[src/sv/i2cram_pkg.sv]
// Shared types and constants of the I2C register access master.
`timescale 1ns / 1ps

package i2cram_pkg;

    // Request opcodes as they arrive on the op port
    localparam logic [1:0] OP_TICK  = 2'd0;
    localparam logic [1:0] OP_WRITE = 2'd1;
    localparam logic [1:0] OP_READ  = 2'd2;

    // Bits in one bus byte
    localparam logic [3:0] BITS_PER_BYTE = 4'd8;

    // Depth of each request and result queue
    localparam int QUEUE_DEPTH = 2;
    localparam int QPTR_W      = $clog2(QUEUE_DEPTH);
    localparam int QCNT_W      = $clog2(QUEUE_DEPTH + 1);

    // Request class decided by the front end
    typedef enum logic [1:0] {
        KIND_TICK,
        KIND_WRITE,
        KIND_READ
    } t_kind;

    // Error codes reported at the end of a transaction
    typedef enum logic [2:0] {
        ERR_NONE      = 3'd0,
        ERR_START     = 3'd1,
        ERR_NACK_ADDR = 3'd2,
        ERR_NACK_REG  = 3'd3,
        ERR_NACK_DATA = 3'd4
    } t_err;

    // Bus sequencer phases
    typedef enum logic [3:0] {
        PH_IDLE,
        PH_START1,
        PH_SEND_DEV,
        PH_ACK_DEV,
        PH_SEND_REG,
        PH_ACK_REG,
        PH_SEND_DATA,
        PH_ACK_DATA,
        PH_START2,
        PH_SEND_DEVR,
        PH_ACK_DEVR,
        PH_READ,
        PH_STOP
    } t_phase;

    // Classified request waiting for the sequencer
    typedef struct packed {
        t_kind      kind;
        logic [7:0] dev;
        logic [7:0] regad;
        logic [7:0] data;
        logic       sda;
    } t_item;

    // One result per bus tick
    typedef struct packed {
        logic       scl;
        logic       sda_out;
        logic       busy;
        logic       done;
        logic       success;
        t_err       err;
        logic [7:0] rd;
    } t_result;

endpackage

[src/sv/i2cram_front.sv]
// Front end: classifies incoming requests and queues them for the sequencer.
`timescale 1ns / 1ps

module i2cram_front
    import i2cram_pkg::*;
(
    input  logic       i_clk,
    input  logic       i_rst_n,
    input  logic       push,
    output logic       full,
    input  logic [1:0] i_op,
    input  logic [7:0] i_device_addr,
    input  logic [7:0] i_reg_addr,
    input  logic [7:0] i_write_data,
    input  logic       i_sda_in,
    output logic       o_valid,
    output t_item      o_item,
    input  logic       i_take
);

    t_item              r_q [QUEUE_DEPTH];
    logic [QPTR_W-1:0]  r_wr_ptr, n_wr_ptr;
    logic [QPTR_W-1:0]  r_rd_ptr, n_rd_ptr;
    logic [QCNT_W-1:0]  r_count, n_count;
    logic               w_acc;
    logic               w_take;
    t_item              w_item;

    // Classify the opcode; the unused code counts as a plain tick
    always_comb begin
        w_item.dev   = i_device_addr;
        w_item.regad = i_reg_addr;
        w_item.data  = i_write_data;
        w_item.sda   = i_sda_in;
        case (i_op)
            OP_WRITE: w_item.kind = KIND_WRITE;
            OP_READ:  w_item.kind = KIND_READ;
            default:  w_item.kind = KIND_TICK;
        endcase
    end

    assign full    = (r_count == QCNT_W'(QUEUE_DEPTH));
    assign o_valid = (r_count != '0);
    assign o_item  = r_q[r_rd_ptr];
    assign w_acc   = push && !full;
    assign w_take  = i_take && o_valid;

    // Advance pointers and occupancy
    always_comb begin
        n_wr_ptr = w_acc  ? QPTR_W'(r_wr_ptr + 1'b1) : r_wr_ptr;
        n_rd_ptr = w_take ? QPTR_W'(r_rd_ptr + 1'b1) : r_rd_ptr;
        n_count  = QCNT_W'(r_count + QCNT_W'(w_acc) - QCNT_W'(w_take));
    end

    always_ff @(posedge i_clk) begin
        if (!i_rst_n) begin
            r_wr_ptr <= '0;
            r_rd_ptr <= '0;
            r_count  <= '0;
        end else begin
            r_wr_ptr <= n_wr_ptr;
            r_rd_ptr <= n_rd_ptr;
            r_count  <= n_count;
        end
    end

    // Store the accepted request
    always_ff @(posedge i_clk) begin
        if (w_acc) begin
            r_q[r_wr_ptr] <= w_item;
        end
    end

endmodule

[src/sv/i2cram_seq.sv]
// Back end: bus sequencer that turns one queued tick into one result.
`timescale 1ns / 1ps

module i2cram_seq
    import i2cram_pkg::*;
(
    input  logic    i_clk,
    input  logic    i_rst_n,
    input  logic    i_valid,
    input  t_item   i_item,
    output logic    o_take,
    input  logic    i_res_full,
    output logic    o_res_wr,
    output t_result o_res
);

    t_phase     r_phase, n_phase;
    logic [1:0] r_tick, n_tick;
    logic [3:0] r_bit_cnt, n_bit_cnt;
    logic [7:0] r_shift, n_shift;
    logic [7:0] r_dev, n_dev;
    logic [7:0] r_reg, n_reg;
    logic [7:0] r_data, n_data;
    logic       r_is_read, n_is_read;
    t_err       r_err, n_err;
    logic       r_nack, n_nack;
    logic       r_sda_level, n_sda_level;

    logic       w_cmd;
    t_phase     e_phase;
    logic [1:0] e_tick;
    logic [3:0] e_bit_cnt;
    logic [7:0] e_shift;
    logic       e_is_read;
    t_err       e_err;
    logic       e_nack;
    logic       w_fail;
    logic [3:0] w_bit_inc;
    logic [7:0] w_dev_rd;
    logic       w_ok;

    assign o_take   = i_valid && !i_res_full;
    assign o_res_wr = o_take;

    // A command in idle starts the transaction on its own tick
    assign w_cmd     = (r_phase == PH_IDLE) && (i_item.kind != KIND_TICK);
    assign e_phase   = w_cmd ? PH_START1 : r_phase;
    assign e_tick    = w_cmd ? 2'd0 : r_tick;
    assign e_bit_cnt = w_cmd ? 4'd0 : r_bit_cnt;
    assign e_shift   = w_cmd ? 8'd0 : r_shift;
    assign e_is_read = w_cmd ? (i_item.kind == KIND_READ) : r_is_read;
    assign e_err     = w_cmd ? ERR_NONE : r_err;
    assign e_nack    = w_cmd ? 1'b0 : r_nack;

    assign w_fail    = ((e_tick == 2'd0) && !i_item.sda) ||
                       ((e_tick == 2'd1) && i_item.sda);
    assign w_bit_inc = 4'(e_bit_cnt + 4'd1);
    assign w_dev_rd  = 8'(n_dev + 8'd1);
    assign w_ok      = (r_err == ERR_NONE);

    // Next state of the sequencer
    always_comb begin
        n_phase     = e_phase;
        n_tick      = e_tick;
        n_bit_cnt   = e_bit_cnt;
        n_shift     = e_shift;
        n_dev       = w_cmd ? i_item.dev   : r_dev;
        n_reg       = w_cmd ? i_item.regad : r_reg;
        n_data      = w_cmd ? i_item.data  : r_data;
        n_is_read   = e_is_read;
        n_err       = e_err;
        n_nack      = e_nack;
        n_sda_level = r_sda_level;
        case (e_phase)
            PH_IDLE: begin
                n_phase = PH_IDLE;
            end
            PH_START1, PH_START2: begin
                if (e_tick == 2'd0) begin
                    n_sda_level = 1'b1;
                    n_tick      = 2'd1;
                end else if (e_tick == 2'd1) begin
                    n_sda_level = 1'b0;
                    n_tick      = 2'd2;
                end else begin
                    n_phase   = (e_phase == PH_START1) ? PH_SEND_DEV : PH_SEND_DEVR;
                    n_tick    = 2'd0;
                    n_bit_cnt = 4'd0;
                    n_shift   = (e_phase == PH_START1) ? n_dev : w_dev_rd;
                end
                // Failed start: skip on a repeated start, stop on a read, drop a write
                if (w_fail) begin
                    if (e_phase == PH_START2) begin
                        n_phase   = PH_SEND_DEVR;
                        n_tick    = 2'd0;
                        n_bit_cnt = 4'd0;
                        n_shift   = w_dev_rd;
                    end else if (e_is_read) begin
                        n_err     = ERR_START;
                        n_phase   = PH_STOP;
                        n_tick    = 2'd0;
                        n_bit_cnt = 4'd0;
                    end else begin
                        n_phase = PH_IDLE;
                        n_tick  = 2'd0;
                    end
                end
            end
            PH_SEND_DEV, PH_SEND_REG, PH_SEND_DATA, PH_SEND_DEVR: begin
                if (e_tick == 2'd0) begin
                    n_tick = 2'd1;
                end else if (e_tick == 2'd1) begin
                    n_sda_level = e_shift[7];
                    n_shift     = {e_shift[6:0], 1'b0};
                    n_tick      = 2'd2;
                end else begin
                    n_tick    = 2'd0;
                    n_bit_cnt = w_bit_inc;
                    if (w_bit_inc >= BITS_PER_BYTE) begin
                        n_bit_cnt = 4'd0;
                        case (e_phase)
                            PH_SEND_DEV:  n_phase = PH_ACK_DEV;
                            PH_SEND_REG:  n_phase = PH_ACK_REG;
                            PH_SEND_DATA: n_phase = PH_ACK_DATA;
                            default:      n_phase = PH_ACK_DEVR;
                        endcase
                    end
                end
            end
            PH_ACK_DEV, PH_ACK_REG, PH_ACK_DATA, PH_ACK_DEVR: begin
                if (e_tick == 2'd0) begin
                    n_tick = 2'd1;
                end else if (e_tick == 2'd1) begin
                    n_sda_level = 1'b1;
                    n_tick      = 2'd2;
                end else if (e_tick == 2'd2) begin
                    n_nack = i_item.sda;
                    n_tick = 2'd3;
                end else begin
                    n_tick    = 2'd0;
                    n_bit_cnt = 4'd0;
                    case (e_phase)
                        PH_ACK_DEV: begin
                            if (e_nack) begin
                                n_err   = ERR_NACK_ADDR;
                                n_phase = PH_STOP;
                            end else begin
                                n_phase = PH_SEND_REG;
                                n_shift = n_reg;
                            end
                        end
                        PH_ACK_REG: begin
                            if (e_is_read) begin
                                n_phase = PH_START2;
                                n_shift = 8'd0;
                            end else if (e_nack) begin
                                n_err   = ERR_NACK_REG;
                                n_phase = PH_STOP;
                            end else begin
                                n_phase = PH_SEND_DATA;
                                n_shift = n_data;
                            end
                        end
                        PH_ACK_DATA: begin
                            n_err   = e_nack ? ERR_NACK_DATA : ERR_NONE;
                            n_phase = PH_STOP;
                        end
                        default: begin
                            n_phase = PH_READ;
                            n_shift = 8'd0;
                        end
                    endcase
                end
            end
            PH_READ: begin
                if (e_tick == 2'd0) begin
                    n_sda_level = 1'b1;
                    n_tick      = 2'd1;
                end else begin
                    n_shift   = {e_shift[6:0], i_item.sda};
                    n_tick    = 2'd0;
                    n_bit_cnt = w_bit_inc;
                    if (w_bit_inc >= BITS_PER_BYTE) begin
                        n_err     = ERR_NONE;
                        n_phase   = PH_STOP;
                        n_bit_cnt = 4'd0;
                    end
                end
            end
            PH_STOP: begin
                if (e_tick == 2'd0) begin
                    n_tick = 2'd1;
                end else if (e_tick == 2'd1) begin
                    n_sda_level = 1'b0;
                    n_tick      = 2'd2;
                end else if (e_tick == 2'd2) begin
                    n_tick = 2'd3;
                end else begin
                    n_sda_level = 1'b1;
                    n_phase     = PH_IDLE;
                    n_tick      = 2'd0;
                end
            end
            default: begin
                n_phase = PH_IDLE;
                n_tick  = 2'd0;
            end
        endcase
    end

    // Line levels and status for this tick
    always_comb begin
        o_res.scl     = 1'b1;
        o_res.sda_out = r_sda_level;
        o_res.busy    = 1'b1;
        o_res.done    = 1'b0;
        o_res.success = 1'b0;
        o_res.err     = ERR_NONE;
        o_res.rd      = 8'd0;
        case (e_phase)
            PH_IDLE: begin
                o_res.busy = 1'b0;
            end
            PH_START1, PH_START2: begin
                o_res.scl     = (e_tick != 2'd2);
                o_res.sda_out = (e_tick == 2'd0);
                if (w_fail && (e_phase == PH_START1) && !e_is_read) begin
                    o_res.done = 1'b1;
                    o_res.err  = ERR_START;
                end
            end
            PH_SEND_DEV, PH_SEND_REG, PH_SEND_DATA, PH_SEND_DEVR: begin
                o_res.scl     = (e_tick == 2'd2);
                o_res.sda_out = (e_tick == 2'd1) ? e_shift[7] : r_sda_level;
            end
            PH_ACK_DEV, PH_ACK_REG, PH_ACK_DATA, PH_ACK_DEVR: begin
                o_res.scl     = (e_tick == 2'd2);
                o_res.sda_out = (e_tick == 2'd0) ? r_sda_level : 1'b1;
            end
            PH_READ: begin
                o_res.scl     = (e_tick != 2'd0);
                o_res.sda_out = 1'b1;
            end
            PH_STOP: begin
                case (e_tick)
                    2'd0: begin
                        o_res.scl     = 1'b0;
                        o_res.sda_out = r_sda_level;
                    end
                    2'd1: begin
                        o_res.scl     = 1'b0;
                        o_res.sda_out = 1'b0;
                    end
                    2'd2: begin
                        o_res.scl     = 1'b1;
                        o_res.sda_out = 1'b0;
                    end
                    default: begin
                        o_res.scl     = 1'b1;
                        o_res.sda_out = 1'b1;
                        o_res.done    = 1'b1;
                        o_res.success = w_ok;
                        o_res.err     = r_err;
                        o_res.rd      = (r_is_read && w_ok) ? r_shift : 8'd0;
                    end
                endcase
            end
            default: begin
                o_res.busy = 1'b0;
            end
        endcase
    end

    // Control state
    always_ff @(posedge i_clk) begin
        if (!i_rst_n) begin
            r_phase     <= PH_IDLE;
            r_tick      <= 2'd0;
            r_bit_cnt   <= 4'd0;
            r_is_read   <= 1'b0;
            r_err       <= ERR_NONE;
            r_nack      <= 1'b0;
            r_sda_level <= 1'b1;
        end else if (o_take) begin
            r_phase     <= n_phase;
            r_tick      <= n_tick;
            r_bit_cnt   <= n_bit_cnt;
            r_is_read   <= n_is_read;
            r_err       <= n_err;
            r_nack      <= n_nack;
            r_sda_level <= n_sda_level;
        end
    end

    // Shift and latched bytes
    always_ff @(posedge i_clk) begin
        if (o_take) begin
            r_shift <= n_shift;
            r_dev   <= n_dev;
            r_reg   <= n_reg;
            r_data  <= n_data;
        end
    end

    // A finished transaction is always a busy tick
    a_done_busy: assert property (@(posedge i_clk) disable iff (!i_rst_n)
        (o_res_wr && o_res.done) |-> o_res.busy)
        else $error("done reported outside a transaction");

    // Status fields stay clear unless the transaction ends
    a_quiet_status: assert property (@(posedge i_clk) disable iff (!i_rst_n)
        (o_res_wr && !o_res.done) |->
            (!o_res.success && (o_res.err == ERR_NONE) && (o_res.rd == 8'd0)))
        else $error("status fields set on a non-final tick");

    // Success and an error code never go together
    a_ok_no_err: assert property (@(posedge i_clk) disable iff (!i_rst_n)
        (o_res_wr && o_res.success) |-> (o_res.err == ERR_NONE))
        else $error("success with an error code");

    // Bit counter stays within one byte
    a_bit_range: assert property (@(posedge i_clk) disable iff (!i_rst_n)
        r_bit_cnt < BITS_PER_BYTE)
        else $error("bit counter overran a byte");

endmodule

[src/sv/i2cram_resq.sv]
// Result queue between the sequencer and the output ports.
`timescale 1ns / 1ps

module i2cram_resq
    import i2cram_pkg::*;
(
    input  logic    i_clk,
    input  logic    i_rst_n,
    input  logic    i_wr,
    input  t_result i_res,
    output logic    o_full,
    output logic    empty,
    input  logic    pop,
    output t_result o_res
);

    t_result            r_q [QUEUE_DEPTH];
    logic [QPTR_W-1:0]  r_wr_ptr, n_wr_ptr;
    logic [QPTR_W-1:0]  r_rd_ptr, n_rd_ptr;
    logic [QCNT_W-1:0]  r_count, n_count;
    logic               w_pop;

    assign o_full = (r_count == QCNT_W'(QUEUE_DEPTH));
    assign empty  = (r_count == '0);
    assign o_res  = r_q[r_rd_ptr];
    assign w_pop  = pop && !empty;

    // Advance pointers and occupancy
    always_comb begin
        n_wr_ptr = i_wr  ? QPTR_W'(r_wr_ptr + 1'b1) : r_wr_ptr;
        n_rd_ptr = w_pop ? QPTR_W'(r_rd_ptr + 1'b1) : r_rd_ptr;
        n_count  = QCNT_W'(r_count + QCNT_W'(i_wr) - QCNT_W'(w_pop));
    end

    always_ff @(posedge i_clk) begin
        if (!i_rst_n) begin
            r_wr_ptr <= '0;
            r_rd_ptr <= '0;
            r_count  <= '0;
        end else begin
            r_wr_ptr <= n_wr_ptr;
            r_rd_ptr <= n_rd_ptr;
            r_count  <= n_count;
        end
    end

    // Hold the written result
    always_ff @(posedge i_clk) begin
        if (i_wr) begin
            r_q[r_wr_ptr] <= i_res;
        end
    end

    // The sequencer never writes into a full queue
    a_no_overflow: assert property (@(posedge i_clk) disable iff (!i_rst_n)
        o_full |-> !i_wr)
        else $error("result written into a full queue");

endmodule

[src/sv/i2c_register_access_master.sv]
// Top level of the I2C register access master.
//
// Usage: every request is one bus tick carrying the sampled SDA level; a
// request with op write or read, given while no transaction runs, starts a
// register write or read on that same tick. Requests enter through push/full
// and every request yields exactly one result (SCL and SDA levels, busy,
// done, success, error code, read byte), taken through empty/pop in order.
// A request is held in the request queue, its result in the result queue
// until popped. Throughput: one request per cycle while results are popped;
// the sequencer handles one tick per clock unless the result queue is full;
// two-entry queues on both sides keep it running while either neighbor pauses.
// Reset (synchronous, active low) empties both queues and returns the
// sequencer to idle with SDA released high.
// When the receiver stops popping, the result queue fills, the sequencer
// halts and the request queue then raises full; nothing is dropped.
`timescale 1ns / 1ps

module i2c_register_access_master
    import i2cram_pkg::*;
(
    input  logic       i_clk,
    input  logic       i_rst_n,
    input  logic       push,
    output logic       full,
    input  logic [1:0] i_op,
    input  logic [7:0] i_device_addr,
    input  logic [7:0] i_reg_addr,
    input  logic [7:0] i_write_data,
    input  logic       i_sda_in,
    output logic       empty,
    input  logic       pop,
    output logic       o_scl,
    output logic       o_sda_out,
    output logic       o_busy_res,
    output logic       o_done_res,
    output logic       o_success,
    output logic [2:0] o_error_code,
    output logic [7:0] o_read_data
);

    logic    w_item_valid;
    t_item   w_item;
    logic    w_take;
    logic    w_res_full;
    logic    w_res_wr;
    t_result w_res;
    t_result w_out;

    i2cram_front u_front (
        .i_clk         (i_clk),
        .i_rst_n       (i_rst_n),
        .push          (push),
        .full          (full),
        .i_op          (i_op),
        .i_device_addr (i_device_addr),
        .i_reg_addr    (i_reg_addr),
        .i_write_data  (i_write_data),
        .i_sda_in      (i_sda_in),
        .o_valid       (w_item_valid),
        .o_item        (w_item),
        .i_take        (w_take)
    );

    i2cram_seq u_seq (
        .i_clk      (i_clk),
        .i_rst_n    (i_rst_n),
        .i_valid    (w_item_valid),
        .i_item     (w_item),
        .o_take     (w_take),
        .i_res_full (w_res_full),
        .o_res_wr   (w_res_wr),
        .o_res      (w_res)
    );

    i2cram_resq u_resq (
        .i_clk   (i_clk),
        .i_rst_n (i_rst_n),
        .i_wr    (w_res_wr),
        .i_res   (w_res),
        .o_full  (w_res_full),
        .empty   (empty),
        .pop     (pop),
        .o_res   (w_out)
    );

    assign o_scl        = w_out.scl;
    assign o_sda_out    = w_out.sda_out;
    assign o_busy_res   = w_out.busy;
    assign o_done_res   = w_out.done;
    assign o_success    = w_out.success;
    assign o_error_code = w_out.err;
    assign o_read_data  = w_out.rd;

endmodule

[config.mk]
export PLATFORM = sky130hd
export DESIGN_NAME = i2c_register_access_master
export DESIGN_NICKNAME = d
export VERILOG_FILES = /design/src/sv/i2cram_pkg.sv /design/src/sv/i2cram_front.sv /design/src/sv/i2cram_seq.sv /design/src/sv/i2cram_resq.sv /design/src/sv/i2c_register_access_master.sv
export SDC_FILE = /design/constraint.sdc
export NUM_CORES = 1
export LEC_CHECK = 0
export ABC_CLOCK_PERIOD_IN_PS = 4900
export BUFFER_PORTS_ARGS = -buffer_cell sky130_fd_sc_hd__buf_2
export CAP_MARGIN = 20
export CORE_MARGIN = 2
export CORE_UTILIZATION = 61
export CTS_BUF_LIST = sky130_fd_sc_hd__clkbuf_16
export DETAILED_ROUTE_END_ITERATION = 10
export GPL_ROUTABILITY_DRIVEN = 0
export PLACE_DENSITY = 0.8
export SETUP_SLACK_MARGIN = 0.3
export SYNTH_ARGS = -nofsm -noshare
export SYNTH_HDL_FRONTEND = slang
export SYNTH_SLANG_ARGS = --single-unit
export TNS_END_PERCENT = 100
[constraint.sdc]
create_clock -name i_clk -period 4.9 [get_ports i_clk]
set_clock_uncertainty 0.1 [all_clocks]
set_input_delay 0.245 -clock i_clk [delete_from_list [all_inputs] [get_ports i_clk]]
set_output_delay 0.245 -clock i_clk [all_outputs]
set_load 0.01 [all_outputs]
==> flow_summary.toml <==
[setup_path]
cp_top_family = "simple AND/OR/NAND/NOR gates"
path_class = "flip-flop to flip-flop"
endpoint_kind = "flip-flop"
crit_buf_inv = 1
r2r_end = "u_seq.r_shift[2]"
crit_required_ps = 4980
rrSetupSlack_ps = 940
path_max_fanout = 22
crit_path_start_kind = "flip-flop"
reg2reg_from = "u_seq.r_phase[2]"
slowest_delay_ps = 560
cp_slowest_cell = "dfxtp_1"
worstRegToRegCells = 10
cp_cell_sequence = "nor4_4 -> nand3_2 -> nand2_1 -> inv_1 -> ha_1 -> mux2_4 -> and2_1 -> nor2_1 -> o21ai_0 -> a221o_1"
crit_arrival_ps = 4040

[grt]
grt_pass1_vias = 5577
grt_max_degree = 61
antenna_found_initial = 0
grt_use_total_pct = 28.76
grt_pass1_wl_mm = 28.73
grt-ovfl-total = 0

[clock_tree]
path_clk_slew_ps = 60
h-tree-depth = 4
cts_sinks = 144
clock_path_buffers = 2
cts_tree = "done"
cts-buffers-inserted = 17
clk_latency_ps = 430
clockRootBuffer = "clkbuf_16"

[flow_run]
drv_cap = 0

[final_layout]
synthToLayoutAreaGrowth_pct = 14.90
drive_gt1_share_pct = 16.42
fin_area_um2 = 8557
regMostFlops = "u_front.r_q"
fin_util_pct = 71.54
fillers = 888
top_regs = "u_front.r_q (54), u_resq.r_q (32)"
diodes = 0
multi_input_area_um2 = 3072
final_cells = 902
largest_reg_flops = 54
seq_area_um2 = 4064
fin_nets = 784

[synth]
synth_fp_nets = 723
synth_flop_cell = "edfxtp_1"
synth.avg_cell_area_um2 = 10.94
synth_top_area_share_pct = 47.58
synth_edf_count = 118
synthCells = 681
synth-seq-cells = 144
async_reset_ff_share_pct = 0
yosys-top-cells-count = "edfxtp_1 (118), nand2_1 (66), a21oi_1 (52), o21ai_0 (50), nor2_1 (39)"
synth.most_common_cell = "edfxtp_1"
ys_warn_count = 0
yosysSeqAreaShare_pct = 54.57
syn_area_um2 = 7447
synth.distinct_cells = 74
synth_top_area_cell = "edfxtp_1"
synthTopCellsByArea = "edfxtp_1 (48%), dfxtp_1 (7.0%), a21oi_1 (3.5%)"

[pwr]
power.leakage_nw = 3.161
power_frac_comb_pct = 46.2
seqPwrFrac_pct = 33.8
internal_power_w = 0.003632
p_clk_share_pct = 20.0
swShare_pct = 41.63
switching_power_w = 0.002590
powerDensity_nw_per_um2 = 727.2
ir_drop_v = 0.0003486

[floorplan]
core_area_um2 = 11960
dieArea_um2 = 13110
io_pins = 49
fp.dieW_um = 114.5
dieHeight_um = 114.5
initial_core_util_pct = 62.26
rows = 40

[status]
outcome = "complete, no violations"

[timing]
max-slew-margin-rel_pct = 38.90
rsz0062_at_grt = "false"
setup_violations = 0
hold_violations = 0
drv_slew = 0
tns_ps = 0
worst_slew_pin_slew_ps = 916.5
final.min_clock_period_ps = 3958
max_freq_mhz = 252.6
finalCritPeriodShare_pct = 80.78

[detailed_routing]
first_iter_violations = 724
wirelength_mm = 18.06
drt-vias-per-instance = 6.521
drc = 0
antenna_left = 0
vias = 5882
wl_per_cell_um = 20.02
first_pass_iters = 7

[placed_design]
dpl_cell_area_um2 = 7737
dp.cells = 845
port_buffers = 48
place_hpwl_mm = 12.04

[min_path]
hp-class = "input pin to flip-flop"
hold_path_startpoint = "i_op[0]"
holdPathStages = 2
min_to = "u_front.r_q[0][26]"
-- power by group through the flow --
stage          Clock, W  Sequential (W)  Combinational (W)
6_report        0.00124         0.00210            0.00288
5_1_grt         0.00131         0.00213            0.00311
4_1_cts         0.00126         0.00209            0.00279
3_5_place_dp          0         0.00211            0.00275
3_3_place_gp          0         0.00209            0.00265
2_1_floorplan         0         0.00202            0.00217
-- worst max path at each step --
stage	endpoint	depth (start not counted)	startpoint
global placement	u_seq.r_shift[2]	11	u_seq.r_phase[0]
floorplan	u_seq.r_shift[2]	16	flip-flop
finish	u_seq.r_shift[2]	10	u_seq.r_phase[2]
detailed placement	u_seq.r_shift[2]	10	u_seq.r_phase[2]
global route	u_seq.r_shift[2]	10	u_seq.r_phase[2]
CTS	u_seq.r_shift[2]	11	u_seq.r_phase[0]
-- cells by family (layout without fill, tap and decap cells) --
kind of cell,Yosys count,after routing,synth area share (%)
buffers and inverters,67,141,4.284
DFF,144,144,54.57
adders and majority gates,11,11,1.848
and+or+nand+nor,204,204,13.96
xor gates and xnor gates,10,10,1.176
AOI/OAI and AO/OA,198,198,17.27
muxes,47,47,6.888
-- layout by cell type, fill, tap and decap left out, drive strengths merged, types with 14 or more instances in the layout --
cell         synthesis  layout
mux2                22      22
dfxtp               26      26
mux2i               25      25
buf                 27      60
a21oi               52      52
clkbuf              16      17
inv                 23      28
edfxtp             118     118
and3                14      14
nor2                39      39
dlygate4sd3          0      25
o21ai               55      55
nor3                14      14
nand2               66      66
-- through the flow --
step                hold WS, ps  total power [W]  setup WS [ps]
finish                    16.95         0.006223          941.5
global route              15.11         0.006553          664.1
CTS                       4.973         0.006136           1072
detailed placement        335.7         0.004866           1098
global placement          332.1         0.004737           1262
floorplan                 243.9         0.004185          923.2
-- routing by layer --
layer	vias to the layer above	global-route usage [%]	part of all wire (%)
met5	-	0	0
met1	2742	37.60	40
met4	0	13.25	3.4
met2	379	44.89	46
met3	72	7.835	10
li1	2689	-	-
-- what timing repair did --
item / in CTS / in global routing
hold buffers: 25 / 0
buffers inserted: 0 / 0
endpoints found under the hold margin: 50 / 0
resized for setup: 0 / 0
-- area by class of cell --
| type | count | share of cell area [%] |
|---|---|---|
| Tap cell | 147 | 2.149 |
| Multi-Input combinational cell | 470 | 35.90 |
| Sequential cell | 144 | 47.49 |
| Timing Repair Buffer | 85 | 6.755 |
| Clock inverter | 15 | 1.682 |
| Clock buffer | 17 | 4.971 |
| Inverter | 24 | 1.053 |
No activity file was read; power rests on OpenSTA's default activity.
